File: config.mk
export PLATFORM = sky130hd
export DESIGN_NAME = mva_search
export DESIGN_NICKNAME = d
export VERILOG_FILES = /design/src/rtl/mva_pkg.sv /design/src/rtl/mva_search.sv
export SDC_FILE = /design/constraint.sdc
export NUM_CORES = 1
export LEC_CHECK = 0
export BUFFER_PORTS_ARGS = -buffer_cell sky130_fd_sc_hd__buf_2
export CAP_MARGIN = 10
export CORE_MARGIN = 8
export CORE_UTILIZATION = 30
export DETAILED_ROUTE_END_ITERATION = 10
export PLACE_DENSITY_LB_ADDON = 0.1
export RECOVER_POWER = 100
export SLEW_MARGIN = 15
export SYNTH_ARGS = -nofsm -noshare
export SYNTH_HDL_FRONTEND = slang
export SYNTH_SLANG_ARGS = --single-unit
export TNS_END_PERCENT = 20
File: constraint.sdc
create_clock -name i_clk -period 2.8 [get_ports i_clk]
set_input_delay 0 -clock i_clk [delete_from_list [all_inputs] [get_ports i_clk]]
set_output_delay 0 -clock i_clk [all_outputs]
set_load 0.02 [all_outputs]
File: src/rtl/mva_pkg.sv
// shared types, constants and helper functions for the msi vector allocator
`timescale 1ns / 1ps
`default_nettype none

package mva_pkg;

    // field widths
    localparam int OPC_W  = 3;
    localparam int ID_W   = 8;
    localparam int HART_W = 32;
    localparam int TGT_W  = 5;
    localparam int ADDR_W = 48;
    localparam int ST_W   = 2;
    localparam int CNT_W  = 6;
    localparam int CFG_IW = 2;

    // identity space
    localparam int MAX_ID       = 255;
    localparam int FIRST_MSI_ID = 64;
    localparam int MAX_HARTS    = 32;
    localparam int PAGE_SHIFT   = 12;
    localparam int DEPTH        = MAX_ID + 1;

    // used-bit scan geometry: one 32-id word per cycle
    localparam int WORD_BITS = 32;
    localparam int BIT_W     = $clog2(WORD_BITS);
    localparam int NUM_WORDS = (MAX_ID + WORD_BITS) / WORD_BITS;
    localparam int WORD_W    = $clog2(NUM_WORDS);
    localparam int STEP_W    = $clog2(NUM_WORDS + 1);
    localparam int SRCH_W    = NUM_WORDS * WORD_BITS;

    localparam logic [ADDR_W-1:0] MSG_BASE_RST = 48'h0000_2800_0000;

    // opcodes
    localparam logic [OPC_W-1:0] OP_ALLOC    = 3'd0;
    localparam logic [OPC_W-1:0] OP_RETARGET = 3'd1;
    localparam logic [OPC_W-1:0] OP_ENABLE   = 3'd2;
    localparam logic [OPC_W-1:0] OP_DISABLE  = 3'd3;
    localparam logic [OPC_W-1:0] OP_AFFINITY = 3'd4;

    // status codes
    localparam logic [ST_W-1:0] ST_OK     = 2'd0;
    localparam logic [ST_W-1:0] ST_INVAL  = 2'd1;
    localparam logic [ST_W-1:0] ST_NOSPC  = 2'd2;
    localparam logic [ST_W-1:0] ST_NOTSUP = 2'd3;

    // configuration register indexes
    localparam logic [CFG_IW-1:0] CFG_HART_COUNT = 2'd0;
    localparam logic [CFG_IW-1:0] CFG_LOCAL_CPU  = 2'd1;
    localparam logic [CFG_IW-1:0] CFG_MSG_BASE   = 2'd2;
    localparam logic [CFG_IW-1:0] CFG_BACKEND_ON = 2'd3;

    typedef enum logic [1:0] {
        S_IDLE,
        S_SRCH,
        S_WR
    } t_state;

    // one table entry
    typedef struct packed {
        logic              enabled;
        logic              file_en;
        logic [HART_W-1:0] affinity;
    } t_entry;

    localparam t_entry ENTRY_RST = '{enabled: 1'b0, file_en: 1'b0, affinity: 32'd1};

    // search unit result
    typedef struct packed {
        logic            done;
        logic            found;
        logic [ID_W-1:0] id;
    } t_srch_res;

    function automatic logic [TGT_W-1:0] lowest_bit(input logic [HART_W-1:0] m);
        logic [TGT_W-1:0] pos;
        pos = '0;
        for (int i = HART_W - 1; i >= 0; i--) begin
            if (m[i]) pos = TGT_W'(i);
        end
        return pos;
    endfunction

    // low n bits set, n = hart count clamped to 1..MAX_HARTS
    function automatic logic [HART_W-1:0] valid_mask(input logic [CNT_W-1:0] cnt);
        logic [HART_W-1:0] vm;
        if (cnt == '0) begin
            vm = HART_W'(1);
        end else if (cnt >= CNT_W'(MAX_HARTS)) begin
            vm = '1;
        end else begin
            vm = (HART_W'(1) << cnt) - HART_W'(1);
        end
        return vm;
    endfunction

endpackage

`default_nettype wire

File: src/rtl/mva_search.sv
// used-bit vector and next-fit free identity scan, one 32-id word per cycle
`timescale 1ns / 1ps
`default_nettype none

module mva_search (
    input  logic                        i_clk,
    input  logic                        i_rst_n,
    input  logic                        i_start,
    input  logic [mva_pkg::ID_W-1:0]    i_rover,
    input  logic                        i_set_en,
    input  logic [mva_pkg::ID_W-1:0]    i_set_id,
    input  logic [mva_pkg::ID_W-1:0]    i_look_id,
    output logic                        o_look_used,
    output mva_pkg::t_srch_res          o_res
);
    import mva_pkg::*;

    logic [SRCH_W-1:0]     r_used;
    logic                  r_busy;
    logic [WORD_W-1:0]     r_word;
    logic [BIT_W-1:0]      r_lo;
    logic [STEP_W-1:0]     r_step;

    logic [WORD_BITS-1:0]  word_used;
    logic [WORD_BITS-1:0]  cand;
    logic                  any_free;
    logic [ID_W-1:0]       bit_id;

    assign word_used = r_used[r_word * WORD_BITS +: WORD_BITS];

    always_comb begin
        for (int b = 0; b < WORD_BITS; b++) begin
            bit_id  = {r_word, BIT_W'(b)};
            cand[b] = !word_used[b]
                      && (bit_id >= ID_W'(FIRST_MSI_ID))
                      && (bit_id <= ID_W'(MAX_ID));
            // first word from the rover upwards, last pass below it
            if (r_step == '0 && BIT_W'(b) < r_lo) begin
                cand[b] = 1'b0;
            end
            if (r_step == STEP_W'(NUM_WORDS) && BIT_W'(b) >= r_lo) begin
                cand[b] = 1'b0;
            end
        end
    end

    assign any_free    = |cand;
    assign o_res.done  = r_busy && (any_free || r_step == STEP_W'(NUM_WORDS));
    assign o_res.found = r_busy && any_free;
    assign o_res.id    = {r_word, lowest_bit(cand)};
    assign o_look_used = r_used[i_look_id];

    always_ff @(posedge i_clk) begin
        if (!i_rst_n) begin
            r_used <= '0;
            r_busy <= 1'b0;
        end else begin
            if (i_set_en) begin
                r_used[i_set_id] <= 1'b1;
            end
            if (i_start) begin
                r_busy <= 1'b1;
            end else if (o_res.done) begin
                r_busy <= 1'b0;
            end
        end
    end

    always_ff @(posedge i_clk) begin
        if (i_start) begin
            r_word <= i_rover[ID_W-1 -: WORD_W];
            r_lo   <= i_rover[BIT_W-1:0];
            r_step <= '0;
        end else if (r_busy && !o_res.done) begin
            r_step <= r_step + STEP_W'(1);
            r_word <= (r_word == WORD_W'(NUM_WORDS - 1)) ? '0 : r_word + WORD_W'(1);
        end
    end

`ifndef SYNTHESIS
    a_found_is_free: assert property (@(posedge i_clk) disable iff (!i_rst_n)
        o_res.found |-> !r_used[o_res.id]
                        && o_res.id >= ID_W'(FIRST_MSI_ID) && o_res.id <= ID_W'(MAX_ID))
        else $error("search returned a used or out-of-range identity");
    a_start_idle: assert property (@(posedge i_clk) disable iff (!i_rst_n)
        i_start |-> !r_busy)
        else $error("search started while busy");
    a_step_bound: assert property (@(posedge i_clk) disable iff (!i_rst_n)
        r_busy |-> r_step <= STEP_W'(NUM_WORDS))
        else $error("search ran past the wrap word");
`endif

endmodule

`default_nettype wire

Word level (Yosys, flattened, before mapping)
Index checks and enable logic that the tools add are counted.

operators by class
  $add $sub $neg = 2
  magnitude comparators = 131
  eq/ne operators = 2
  shift operators = 1
  mux-type cells = 105
  bitwise operators = 1
  reduce and logical (&&, ||, !) cells = 170

operators by type and width
  cell                number
  $ge 8x7->1 const B  32
  $le 8x8->1 const B  32
  $or 256x256->256    1
  $shiftx 256x9->32   1
  $mux 5              32
  $logic_and 1x1->1   132
  $ge 5x5->1 const A  16
  $lt 5x5->1 const A  16
  $mux 1              68
  $ge 4x5->1 const A  8
  $lt 4x5->1 const A  8
  $logic_not 1->1     33
  $reduce_or 32->1    1
  $ge 3x5->1 const A  4
  $lt 3x5->1 const A  4
  $lt 8x9->1 const B  2
  $ge 1x5->1 const A  2
  $ge 2x5->1 const A  2
  $lt 1x5->1 const A  2
  $lt 2x5->1 const A  2
  $mux 3              3
  $bmux 1 s8          1
  $demux 1 s8         1
  $ge 8x1->1 const B  1
  7 further kinds     8

word-level totals
  flip-flop bits (word level) = 269
  output and inout port bits = 11

Longest topological paths before layout
Gate-level depths: netlist of run 1.

  word-level depth = 38
  depth in mapped cells = 14

Worst setup path before layout of run 1
OpenSTA, ideal clock, no wires.

  path kind = register to register
  start point = register r_word[0]
  end point = register r_word[0] (enable)
  data arrival time = 2.878 ns
  path slack = -0.381 ns
  stages on the path, launching flop included = 15
  path through = edfxtp_1 buf_6 buf_12 buf_6 buf_4 inv_1 ha_1 nor2b_1 a221oi_1 a21oi_1 a2111oi_2 nand4_1 nor2_2 nand3_2 nand2_1

on the way
  cells in the longest elaborated chain, start to end = 12
  elaborated cells on any way between the ends = 231
  those cells by class = order compare (64); shift (1); mux (64); reduce/logical (102)

ends and longest elaborated chain
  element                                 line              RTL
  start: declaration                      mva_search.sv:20  logic [WORD_W-1:0] r_word;
  start signal: assignment                mva_search.sv:71  r_word <= i_rover[ID_W-1 -: WORD_W];
  start signal: assignment                mva_search.sv:76  r_word <= (r_word == WORD_W'(NUM_WORDS - 1)) ? '0 : r_word + WORD_W'(1);
  $shiftx 256x9->32                       mva_search.sv:29  assign word_used = r_used[r_word * WORD_BITS +: WORD_BITS];
  $logic_not 1->1                         mva_search.sv:34  cand[b] = !word_used[b]
  $logic_and 1x1->1                       mva_search.sv:35  && (bit_id >= ID_W'(FIRST_MSI_ID))
  $logic_and 1x1->1                       mva_search.sv:36  && (bit_id <= ID_W'(MAX_ID));
  $mux 1                                  mva_search.sv:38  if (r_step == '0 && BIT_W'(b) < r_lo) begin
  $mux 1                                  mva_search.sv:41  if (r_step == STEP_W'(NUM_WORDS) && BIT_W'(b) >= r_lo) begin
  $reduce_or 32->1 (*)                    mva_search.sv:47  assign any_free = |cand;
  $logic_or 1x1->1 (*)                    mva_search.sv:48  assign o_res.done = r_busy && (any_free || r_step == STEP_W'(NUM_WORDS));
  $logic_and 1x1->1 (*)                   mva_search.sv:48
  $logic_not 1->1 (*)                     mva_search.sv:74  end else if (r_busy && !o_res.done) begin
  $logic_and 1x1->1 (*)                   mva_search.sv:74
  $reduce_bool 2->1 (no source line) (*)  --

Every way passes the cells marked *; elsewhere a longest branch is shown, timed or not.
A chain may end at the register's enable or synchronous reset.

==> key figures, run 1 <==
Outcome
  – Run status: complete, but fails checks
  – Failing checks: negative setup slack

Floorplan
  – Chip height: 233.5 um
  – Die Width: 233.5 um
  – IO Pins: 39
  – Die area: 54530 sq um
  – Row count: 79
  – CORE AREA: 46650 sq um
  – Initial core utilization: 30.43%

Place
  – Port Buf Inserts: 38
  – RD Place Congestion: 0.8427
  – Detailed-placement wirelength estimate: 38210 um
  – Pre-CTS setup slack: -0.2850 ns

Power
  – Sw frac: 27.28%
  – Sequential share of power: 40.2%
  – Net switching power: 0.002634 W
  – Pint: 0.007020 W
  – P_leak: 6.263 nW
  – Overall power: 0.009654 W
  – Clock share of power: 44.6%
  – Peak supply drop: 0.2808 mV
  – Pwr per Cell Area: 548.8 nW/um^2
  – Logic pwr share: 15.2%

STA
  – Slew headroom: 9.338%
  – Tightest Pin Transition: 1.360 ns
  – Final Cycle Share: 118.7%
  – Tmin final: 3.323 ns
  – Slew Limit Fails: 0
  – Fmax: 0.3010 GHz
  – Setup-failing EPs final: 14
  – Final-report hold violation count: 0
  – RSZ-0062 raised after global routing: true
  – Worst hold slack: 0.04797 ns
  – Post-route setup slack: -0.5226 ns
  – Worst Clk Skew: 0.01577 ns

Routing
  – Vias: 11795
  – Drt first pass iters: 5
  – Routed wire length: 52810 um
  – Met3 wire len: 2384 um
  – DR top layer: met4
  – Wire per inst: 23.83 um
  – Routed Antenna Nets: 0
  – Initial drt markers: 855
  – DRC violations left: 0
  – Met1 Routed Length: 24300 um
  – Metal2 WL: 24730 um
  – Vias/cell: 5.323

Job
  – Max Cap Viol: 0

Layout
  – # diodes: 0
  – Final Core Density: 37.71%
  – Area Growth Syn to Fin: 23.93%
  – Fin nets: 1617
  – Layout cells sized above 1: 25.61%
  – # fillers: 4765

Synthesis
  – Synth cell types: 77
  – Syn. warnings: 0
  – Post-Syn Area: 14190 sq um
  – Syn Nets: 1478
  – Synth top cells by count: dfxtp_1 (261), nor2_1 (158), a21oi_1 (155), nor2b_1 (150), o21a_1 (126)
  – Seq/Total Area, Yosys: 38.50%
  – Mapped Cells: 1445
  – Cell taking the most area after synthesis: dfxtp_1
  – EDFF count, synth: 8
  – Synthesized flop and latch total: 269
  – Post-synthesis async set-or-reset flop share: 0%
  – Most numerous cell in the Yosys netlist: dfxtp_1
  – Area fraction of the dominant cell type after synthesis: 36.81%
  – Prevailing post-synth register cell: dfxtp_1
  – Post-synthesis area per instance: 9.823 sq um
  – Synth area leaders: dfxtp_1 (37%), mux4_2 (15%), o21a_1 (6.7%), nor2b_1 (6.6%), a21oi_1 (5.5%)

Clock network
  – Root Driver: clkbuf_16
  – Clk buf depth: 3
  – CTS buffer count: 35
  – Clock sinks: 269
  – CTS tree: built
  – CTS clk-pin slew, worst paths: 0.06 ns
  – CTS H-tree depth: 2
  – Clk_lat worst skew: 0.55 ns

Critical path
  – Req. time, crit path: 2.80 ns
  – Critical Path Slowest Stage Cell: edfxtp_1
  – Setup CP Type: flip-flop to output pin
  – Startpoint types: flip-flop
  – WP buf/inv: 5
  – Crit path DAT: 3.32 ns
  – Worst path cell trace: buf_12 -> buf_12 -> mux2i_1 -> buf_4 -> a22oi_1 -> o21ai_4 -> a2111oi_4 -> nand4_1 -> nor2_2 -> buf_4 -> and2b_1 -> buf_2
  – CP max stage delay: 0.43 ns
  – CP endpoint kind: output pin
  – CP Max Fanout: 18
  – Top Family by Delay on Critical Path: buffers and inverters

Worst hold path
  – Min-Delay Path Class: input pin to flip-flop

Global routing
  – First-pass GRT wire length: 78870 um
  – GRT Residual Overflow: 0
  – Largest net degree at the start of global routing: 103
  – Initial antenna violation count: 0
  – All-Layer GR Usage: 19.27%
  – Number of global-route vias before repair: 11881
tightest hold or removal path, stage by stage:
cell and delay (ns):
buf_2 0.22, nor3_1 0.14, a21oi_1 0.14, nor2b_1 0.05
per-stage QoR:
step | instances | area [sq um] | TNS, ns
detailed placement | 2134 | 16010 | -2.803
global route | 2216 | 17590 | -5.986
floorplan | 1445 | 14210 | -0.9096
global placement | 2134 | 16010 | -2.774
CTS | 2216 | 17500 | -4.377
finish | 2216 | 17590 | -4.295
cells in the final DEF (no fill, tap or decap), types with 21 or more instances in the layout:
master,synthesis,layout
a21oi_1,155,149
buf_2,19,28
buf_4,2,145
clkbuf_1,75,21
clkbuf_16,0,35
dfxtp_1,261,261
mux2i_1,73,68
mux4_2,92,92
nand2_1,60,59
nor2_1,158,155
nor2b_1,150,149
o21a_1,126,126
power by group through the flow:
| stage | Sequential (W) | Clock [W] | Combinational [W] |
|---|---|---|---|
| global route | 0.00388 | 0.00460 | 0.00156 |
| floorplan | 0.00397 | 0 | 0.000750 |
| global placement | 0.00397 | 0 | 0.00133 |
| finish | 0.00388 | 0.00431 | 0.00146 |
| detailed placement | 0.00397 | 0 | 0.00133 |
| CTS | 0.00388 | 0.00444 | 0.00143 |
flip-flops by register name (all words and copies together), names as in the netlist:
| name | flops |
|---|---|
| r_used | 256 |
| r_busy | 1 |
| r_step | 4 |
| r_lo | 5 |
| r_word | 3 |
routing by layer:
metal,global-route usage (%),up-vias
met1,25.88,5932
met3,2.936,66
met2,31.48,233
met5,0,-
li1,-,5564
met4,6.195,0
worst paths after layout:
path	startpoint	endpoint	slack [ns]	cells past startpoint
worst min register to register	r_used[47]	r_used[47]	0.46	1
worst min-delay path	i_set_id[2]	r_used[34]	0.05	4
worst max register to register	r_word[0]	r_step[0]	-0.17	12
worst max-delay path	r_word[0]	o_res[8]	-0.52	12
logic make-up after synthesis:
family                     Yosys count  synth area share (%)
and+or+nand+nor                    454                 16.16
buffers and inverters              124                 4.266
muxes                              174                 20.80
DFF                                269                 38.50
xor gates and xnor gates            16                0.9873
adders and majority gates            5                0.4407
AOI/OAI and AO/OA                  403                 18.85
layout make-up:
cell class	count	area, sq um	share of cell area, %
Timing Repair Buffer	218	1762	10.01
Multi-Input combinational cell	1052	8489	48.26
Sequential cell	269	5465	31.07
Clock buffer	54	1017	5.782
Tap cell	607	759.5	4.317
Inverter	8	30.03	0.1707
Clock inverter	8	68.82	0.3912
repair_timing:
action,in CTS,in global routing
hold buffers,17,0
buffers inserted,3,0
setup endpoints to repair,16,16
resized for setup,46,29
pin swaps,6,9
endpoints found under the hold margin,95,0
No activity file was read; power rests on OpenSTA's default activity.
==> inputs of run 2 (changes only) <==
- MAX_ROUTING_LAYER: default -> met4
==> run 2 against run 1 <==
Against the previous run:
- the run still ends with negative setup slack left
- sequential power is essentially flat
- worst setup slack worse by 0.065 ns
- non-clock buffer count up 5
- register-to-register slack lost 0.10 ns
- total power is 0.52% higher
- count of clock-buffer cells in the layout unchanged
- critical endpoint is now o_res[0]
- largest cell class unchanged
- largest power group unchanged
==> key figures, run 2 (synthesis results as in run 1) <==
Outcome
  – Run status: complete, but fails checks
  – Failing checks: negative setup slack

Floorplan
  – IO Pins: 39 (unchanged)
  – Die Width: 233.5 um (unchanged)
  – Chip height: 233.5 um (unchanged)
  – CORE AREA: 46650 sq um (unchanged)
  – Initial core utilization: 30.43% (unchanged)
  – Die area: 54530 sq um (unchanged)
  – Row count: 79 (unchanged)

Power
  – Pwr per Cell Area: 546.6 nW/um^2 (-0.39%)
  – Sw frac: 27.33% (+0.049 points)
  – Peak supply drop: 0.2862 mV (+1.9%)
  – Clock share of power: 44.4% (-0.2 points)
  – Logic pwr share: 15.6% (+0.4 points)
  – Pint: 0.007052 W (+0.45%)
  – Sequential share of power: 40.0% (-0.2 points)
  – P_leak: 6.318 nW (+0.89%)
  – Net switching power: 0.002652 W (+0.70%)

Place
  – RD Place Congestion: 0.8555 (+1.5%)
  – Port Buf Inserts: 38 (unchanged)
  – Inst Count DP: 2134 (unchanged)
  – Pre-CTS setup slack: -0.2850 ns (unchanged)
  – Detailed-placement wirelength estimate: 38210 um (unchanged)
  – Area after DPL: 16010 sq um (unchanged)

Layout
  – Layout cells sized above 1: 26.08% (+0.48 points)
  – Most frequent cells in the layout: dfxtp_1 (261), nor2_1 (155), nor2b_1 (149), a21oi_1 (149), buf_4 (142)
  – Most common cell after layout, fill and taps aside: dfxtp_1
  – # fillers: 4736 (-0.61%)
  – # diodes: 0 (unchanged)
  – Finished Layout Cells: 2221 (+0.23%)
  – Fin area: 17750 sq um (+0.92%)
  – Area Growth Syn to Fin: 25.07%
  – Fin nets: 1622 (+0.31%)
  – Most flops, register: r_used
  – Largest regs: r_used (256), r_lo (5), r_step (4)
  – Max reg flops: 256 (unchanged)

Clock network
  – Clk buf depth: 3 (unchanged)
  – Clk_lat worst skew: 0.55 ns (about the same)
  – CTS clk-pin slew, worst paths: 0.05 ns (about the same)
  – CTS H-tree depth: 2 (unchanged)
  – Clock sinks: 269 (unchanged)
  – CTS tree: built
  – CTS buffer count: 35 (unchanged)
  – Root Driver: clkbuf_16

Routing
  – Wire per inst: 23.92 um (+0.35%)
  – Vias: 11861 (+0.56%)
  – Vias/cell: 5.340 (+0.33%)
  – DRC violations left: 0 (unchanged)
  – Routed wire length: 53120 um (+0.58%)
  – Initial drt markers: 823 (-3.7%)
  – Drt first pass iters: 5 (unchanged)
  – Routed Antenna Nets: 0 (unchanged)

STA
  – Slew Limit Fails: 0 (unchanged)
  – Worst Clk Skew: 0.01123 ns (-0.004536 ns)
  – Final Cycle Share: 121.0% (+2.3 points)
  – RSZ-0062 raised after global routing: true
  – Worst hold slack: 0.03984 ns (-0.008134 ns)
  – Slew headroom: 10.62% (+1.3 points)
  – Fmax: 0.2952 GHz (-1.9%)
  – Post-route setup slack: -0.5876 ns (-0.06498 ns)
  – Tightest Pin Transition: 1.341 ns (-0.01924 ns)
  – Setup-failing EPs final: 16 (+2)
  – Final TNS setup: -5.515 ns (-1.220 ns)
  – Final-report hold violation count: 0 (unchanged)
  – Tmin final: 3.388 ns (+0.06498 ns)

Critical path
  – Req. time, crit path: 2.80 ns (about the same)
  – Reg2Reg Depth: 13 (+1)
  – Last element of the critical path: o_res[0]
  – CP endpoint kind: output pin
  – Crit path DAT: 3.39 ns (+0.07 ns)
  – Startpoint types: flip-flop
  – Setup CP Type: flip-flop to output pin
  – Reg-to-Reg End: r_step[2]
  – Reg2reg setup slack: -0.27 ns (-0.10 ns)
  – Worst Setup SP: r_word[0]
  – CP Max Fanout: 9 (-9)
  – Launching point of the worst reg2reg path: r_word[0]

Job
  – Max Cap Viol: 0 (unchanged)

Global routing
  – GRT Residual Overflow: 0 (unchanged)
  – Initial antenna violation count: 0 (unchanged)
  – Largest net degree at the start of global routing: 103 (unchanged)
  – All-Layer GR Usage: 19.83% (+0.56 points)
  – First-pass GRT wire length: 78900 um (about the same)
  – Number of global-route vias before repair: 11856 (-0.21%)

Worst hold path
  – Min-Delay Path Class: input pin to flip-flop
run 2: cell types whose count changed in the layout (fill, tap and decap cells not counted), moves of 3 or more:
| cell | change |
|---|---|
| buf_4 | -3 |
| buf_6 | +6 |
| a22oi_1 | -3 |
| a22oi_2 | +3 |
run 2: critical path, stage by stage, from the launching register on:
cell and delay (ns):
edfxtp_1 0.42, buf_6 0.17, clkbuf_16 0.17, buf_4 0.16, nor2b_1 0.12, a2111oi_1 0.08
o32a_2 0.45, nor4_2 0.26, a21bo_2 0.25, o211a_1 0.22, o311ai_2 0.23, nand2_1 0.12
buf_4 0.18
run 2: per-stage QoR:
stage | util, % | total power (W)
4_1_cts | 37.51 | 0.009744
5_1_grt | 38.05 | 0.01009
6_report | 38.05 | 0.009705
2_1_floorplan | - | 0.004718
3_5_place_dp | 34.32 | 0.005297
3_3_place_gp | 34.32 | 0.005297
run 2: area by class of cell:
type | instances | area, sq um | area share [%]
well taps | 607 | 759.5 | 4.278
repair buffers | 223 | 1872 | 10.54
clock buffers | 54 | 1017 | 5.730
flip-flops and latches | 269 | 5465 | 30.78
inverters | 8 | 30.03 | 0.1691
clock inverters | 8 | 68.82 | 0.3876
multi-input cells | 1052 | 8541 | 48.11
run 2: routing by layer:
| layer | wire length (um) | GRT usage (%) | vias up | share of wire (%) |
|---|---|---|---|---|
| li1 | - | - | 5569 | - |
| met5 | 0 | - | - | 0 |
| met4 | 1406 | 6.195 | 0 | 2.6 |
| met2 | 24830 | 31.48 | 261 | 47 |
| met1 | 24370 | 25.86 | 5966 | 46 |
| met3 | 2514 | 3.009 | 65 | 4.7 |
run 2: power groups by stage:
stage	sequential, W	clock (W)	combinational (W)
finish	0.00388	0.00431	0.00151
global route	0.00388	0.00459	0.00161
CTS	0.00388	0.00444	0.00143
detailed placement	0.00397	0	0.00133
global placement	0.00397	0	0.00133
floorplan	0.00397	0	0.000750
run 2: worst min-delay path by stage:
stage                      from          to  slack (ns)  cells past startpoint
floorplan            i_rover[0]     r_lo[0]         0.1                      0
global placement     i_rover[0]     r_lo[0]        0.18                      1
detailed placement   i_rover[0]     r_lo[0]        0.18                      1
CTS                 i_set_id[2]  r_used[32]        0.01                      4
global route        i_set_id[2]  r_used[47]        0.06                      4
finish              i_set_id[2]  r_used[47]        0.04                      4
run 2: timing repair:
action | 4_1_cts | 5_1_grt
endpoints found under the setup margin | 16 | 16
pin swaps | 6 | 23
buffers inserted | 3 | 4
cloned | 0 | 2
gates resized for setup | 46 | 43
endpoints found under the hold margin | 95 | 0
hold buffers | 17 | 0
==> inputs of run 3 (changes only) <==
- CORE_UTILIZATION: 30 -> 57
==> run 3 against run 2 <==
Against the previous run:
- the flow finishes with violations (max-capacitance violations, max-slew violations, negative setup slack)
- wire length is 13% lower
- register-to-register slack better by 0.07 ns
- sequential cell count stayed put
- utilization is 32 points higher
- non-clock buffer count is 38 lower
==> key figures, run 3 (synthesis results as in run 1) <==
Critical path
  – CP max stage delay: 0.45 ns (about the same)
  – Startpoint types: flip-flop
  – Req. time, crit path: 2.80 ns (about the same)
  – WP buf/inv: 3 (-1)
  – Top Family by Delay on Critical Path: simple AND/OR/NAND/NOR gates
  – Most numerous cell on the critical path: buf_4
  – Crit path DAT: 3.29 ns (-0.10 ns)
  – CP endpoint kind: output pin
  – Critical Path Slowest Stage Cell: a2111oi_4
  – CP Max Fanout: 3 (-6)
  – Worst path cell trace: buf_4 -> ha_1 -> ha_2 -> and3b_1 -> o21ai_1 -> a21boi_2 -> a2111oi_4 -> nand4_1 -> nor2_4 -> buf_4 -> and2b_1 -> buf_4
  – Setup CP Type: flip-flop to output pin

Floorplan
  – IO Pins: 39 (unchanged)
  – Chip height: 173.8 um (-26%)
  – CORE AREA: 24390 sq um (-48%)
  – Row count: 57 (-28%)
  – Initial core utilization: 58.20% (+28 points)
  – Die Width: 173.8 um (-26%)
  – Die area: 30210 sq um (-45%)

STA
  – Tmin final: 3.286 ns (-0.1017 ns)
  – Final TNS setup: -4.331 ns (+1.183 ns)
  – Final Cycle Share: 117.4% (-3.6 points)
  – Final-report hold violation count: 0 (unchanged)
  – RSZ-0062 raised after global routing: true
  – Slew headroom: -40.81% (-51 points)
  – Tightest Pin Transition: 2.112 ns (+0.7714 ns)
  – Setup-failing EPs final: 16 (unchanged)
  – Post-route setup slack: -0.4860 ns (+0.1017 ns)
  – Slew Limit Fails: 119 (+119)
  – Worst Clk Skew: 0.05039 ns (+0.03915 ns)
  – Fmax: 0.3043 GHz (+3.1%)

Clock network
  – CTS tree: built
  – CTS buffer count: 30 (-14%)
  – Clk buf depth: 3 (unchanged)
  – Root Driver: clkbuf_16
  – Clock sinks: 269 (unchanged)
  – Clk_lat worst skew: 0.59 ns (+0.04 ns)
  – CTS clk-pin slew, worst paths: 0.06 ns (about the same)
  – CTS H-tree depth: 1 (-1)

Layout
  – Finished Layout Cells: 1895 (-15%)
  – Most common cell after layout, fill and taps aside: dfxtp_1
  – # fillers: 1927 (-59%)
  – Max reg flops: 256 (unchanged)
  – Fin nets: 1579 (-2.7%)
  – Layout cells sized above 1: 25.16% (-0.93 points)
  – Largest regs: r_used (256), r_lo (5), r_step (4)
  – Most frequent cells in the layout: dfxtp_1 (260), nor2_1 (156), a21oi_1 (150), nor2b_1 (146), o21a_1 (126)
  – Area Growth Syn to Fin: 19.55%
  – Final Core Density: 69.58% (+32 points)
  – Most flops, register: r_used

Routing
  – Drt first pass iters: 7 (+2)
  – Vias: 12321 (+3.9%)
  – Routed wire length: 46460 um (-13%)
  – Wire per inst: 24.52 um (+2.5%)
  – Vias/cell: 6.502 (+22%)
  – Initial drt markers: 1381 (+68%)
  – DRC violations left: 0 (unchanged)
  – Routed Antenna Nets: 0 (unchanged)

Place
  – Detailed-placement wirelength estimate: 32970 um (-14%)
  – RD Place Congestion: 0.9614 (+12%)
  – Inst Count DP: 1818 (-15%)
  – Port Buf Inserts: 38 (unchanged)

Global routing
  – First-pass GRT wire length: 71030 um (-10%)
  – Largest net degree at the start of global routing: 119 (+16%)
  – Initial antenna violation count: 1 (+1)
  – GRT Residual Overflow: 0 (unchanged)
  – Number of global-route vias before repair: 11846 (-0.084%)
  – All-Layer GR Usage: 30.54% (+11 points)

Outcome
  – Failing checks: max-capacitance violations, max-slew violations, negative setup slack
  – Run status: complete, but fails checks

Job
  – Max Cap Viol: 1 (+1)

Power
  – Peak supply drop: 0.4673 mV (+63%)
  – Pwr per Cell Area: 554.9 nW/um^2 (+1.5%)
  – P_leak: 6.132 nW (-2.9%)

Worst hold path
  – Min-Delay Path Class: input pin to flip-flop
-- run 3: layer usage --
metal  GRT usage (%)  vias to the layer above  wire (um)
li1                -                     5480          -
met1           41.34                     6121      20050
met2           46.08                      614      20770
met3           5.010                      106       4058
met4           9.975                        0       1576
met5               -                        -          0
-- run 3: final timing paths --
path | cells after the start | endpoint | startpoint | slack, ns
max | 12 | o_res[8] | r_word[0] | -0.49
min | 5 | r_used[46] | i_set_id[2] | 0.05
max reg2reg | 12 | r_step[2] | r_word[0] | -0.20
min reg2reg | 1 | r_used[30] | r_used[30] | 0.46
-- run 3: power by group --
group          total (W)  internal (W)  switching, W
Clock            0.00418       0.00248       0.00170
Sequential       0.00388       0.00387     0.0000164
Combinational    0.00135      0.000590      0.000760
-- run 3: worst min-delay path, cell delays in order --
cell and delay (ns):
buf_2 0.19, nand2_1 0.14, nor2_1 0.07, a21oi_1 0.14
nor2b_1 0.05
-- run 3: final cells by class --
class	count	area (sq um)	share of cell area (%)
sequential	269	5466	32.21
multi-input combinational	1052	8496	50.06
antenna	1	2.502	0.01475
tap	324	405.4	2.389
inverter	8	30.03	0.1770
clock buffer	37	827.0	4.874
clock inverter	19	244.0	1.438
timing repair buffer	185	1499	8.833
-- run 3: what timing repair did --
item	4_1_cts	5_1_grt
endpoints found under the setup margin	16	16
endpoints found under the hold margin	66	0
buffers inserted	6	0
cloned	0	0
hold buffers	15	0
pin swaps	20	10
gates resized for setup	73	21
-- run 3: per-stage QoR --
stage | area (sq um) | total power, W | worst slack (ns) | hold slack [ns]
5_1_grt | 16970 | 0.009668 | -0.5559 | 0.09028
6_report | 16970 | 0.009417 | -0.4860 | 0.04840
3_5_place_dp | 15350 | 0.005160 | -0.3437 | 0.1836
4_1_cts | 16930 | 0.009392 | -0.4087 | 0.009231
2_1_floorplan | 14210 | 0.004718 | -0.1906 | 0.09887
3_3_place_gp | 15350 | 0.005151 | -0.3517 | 0.1763
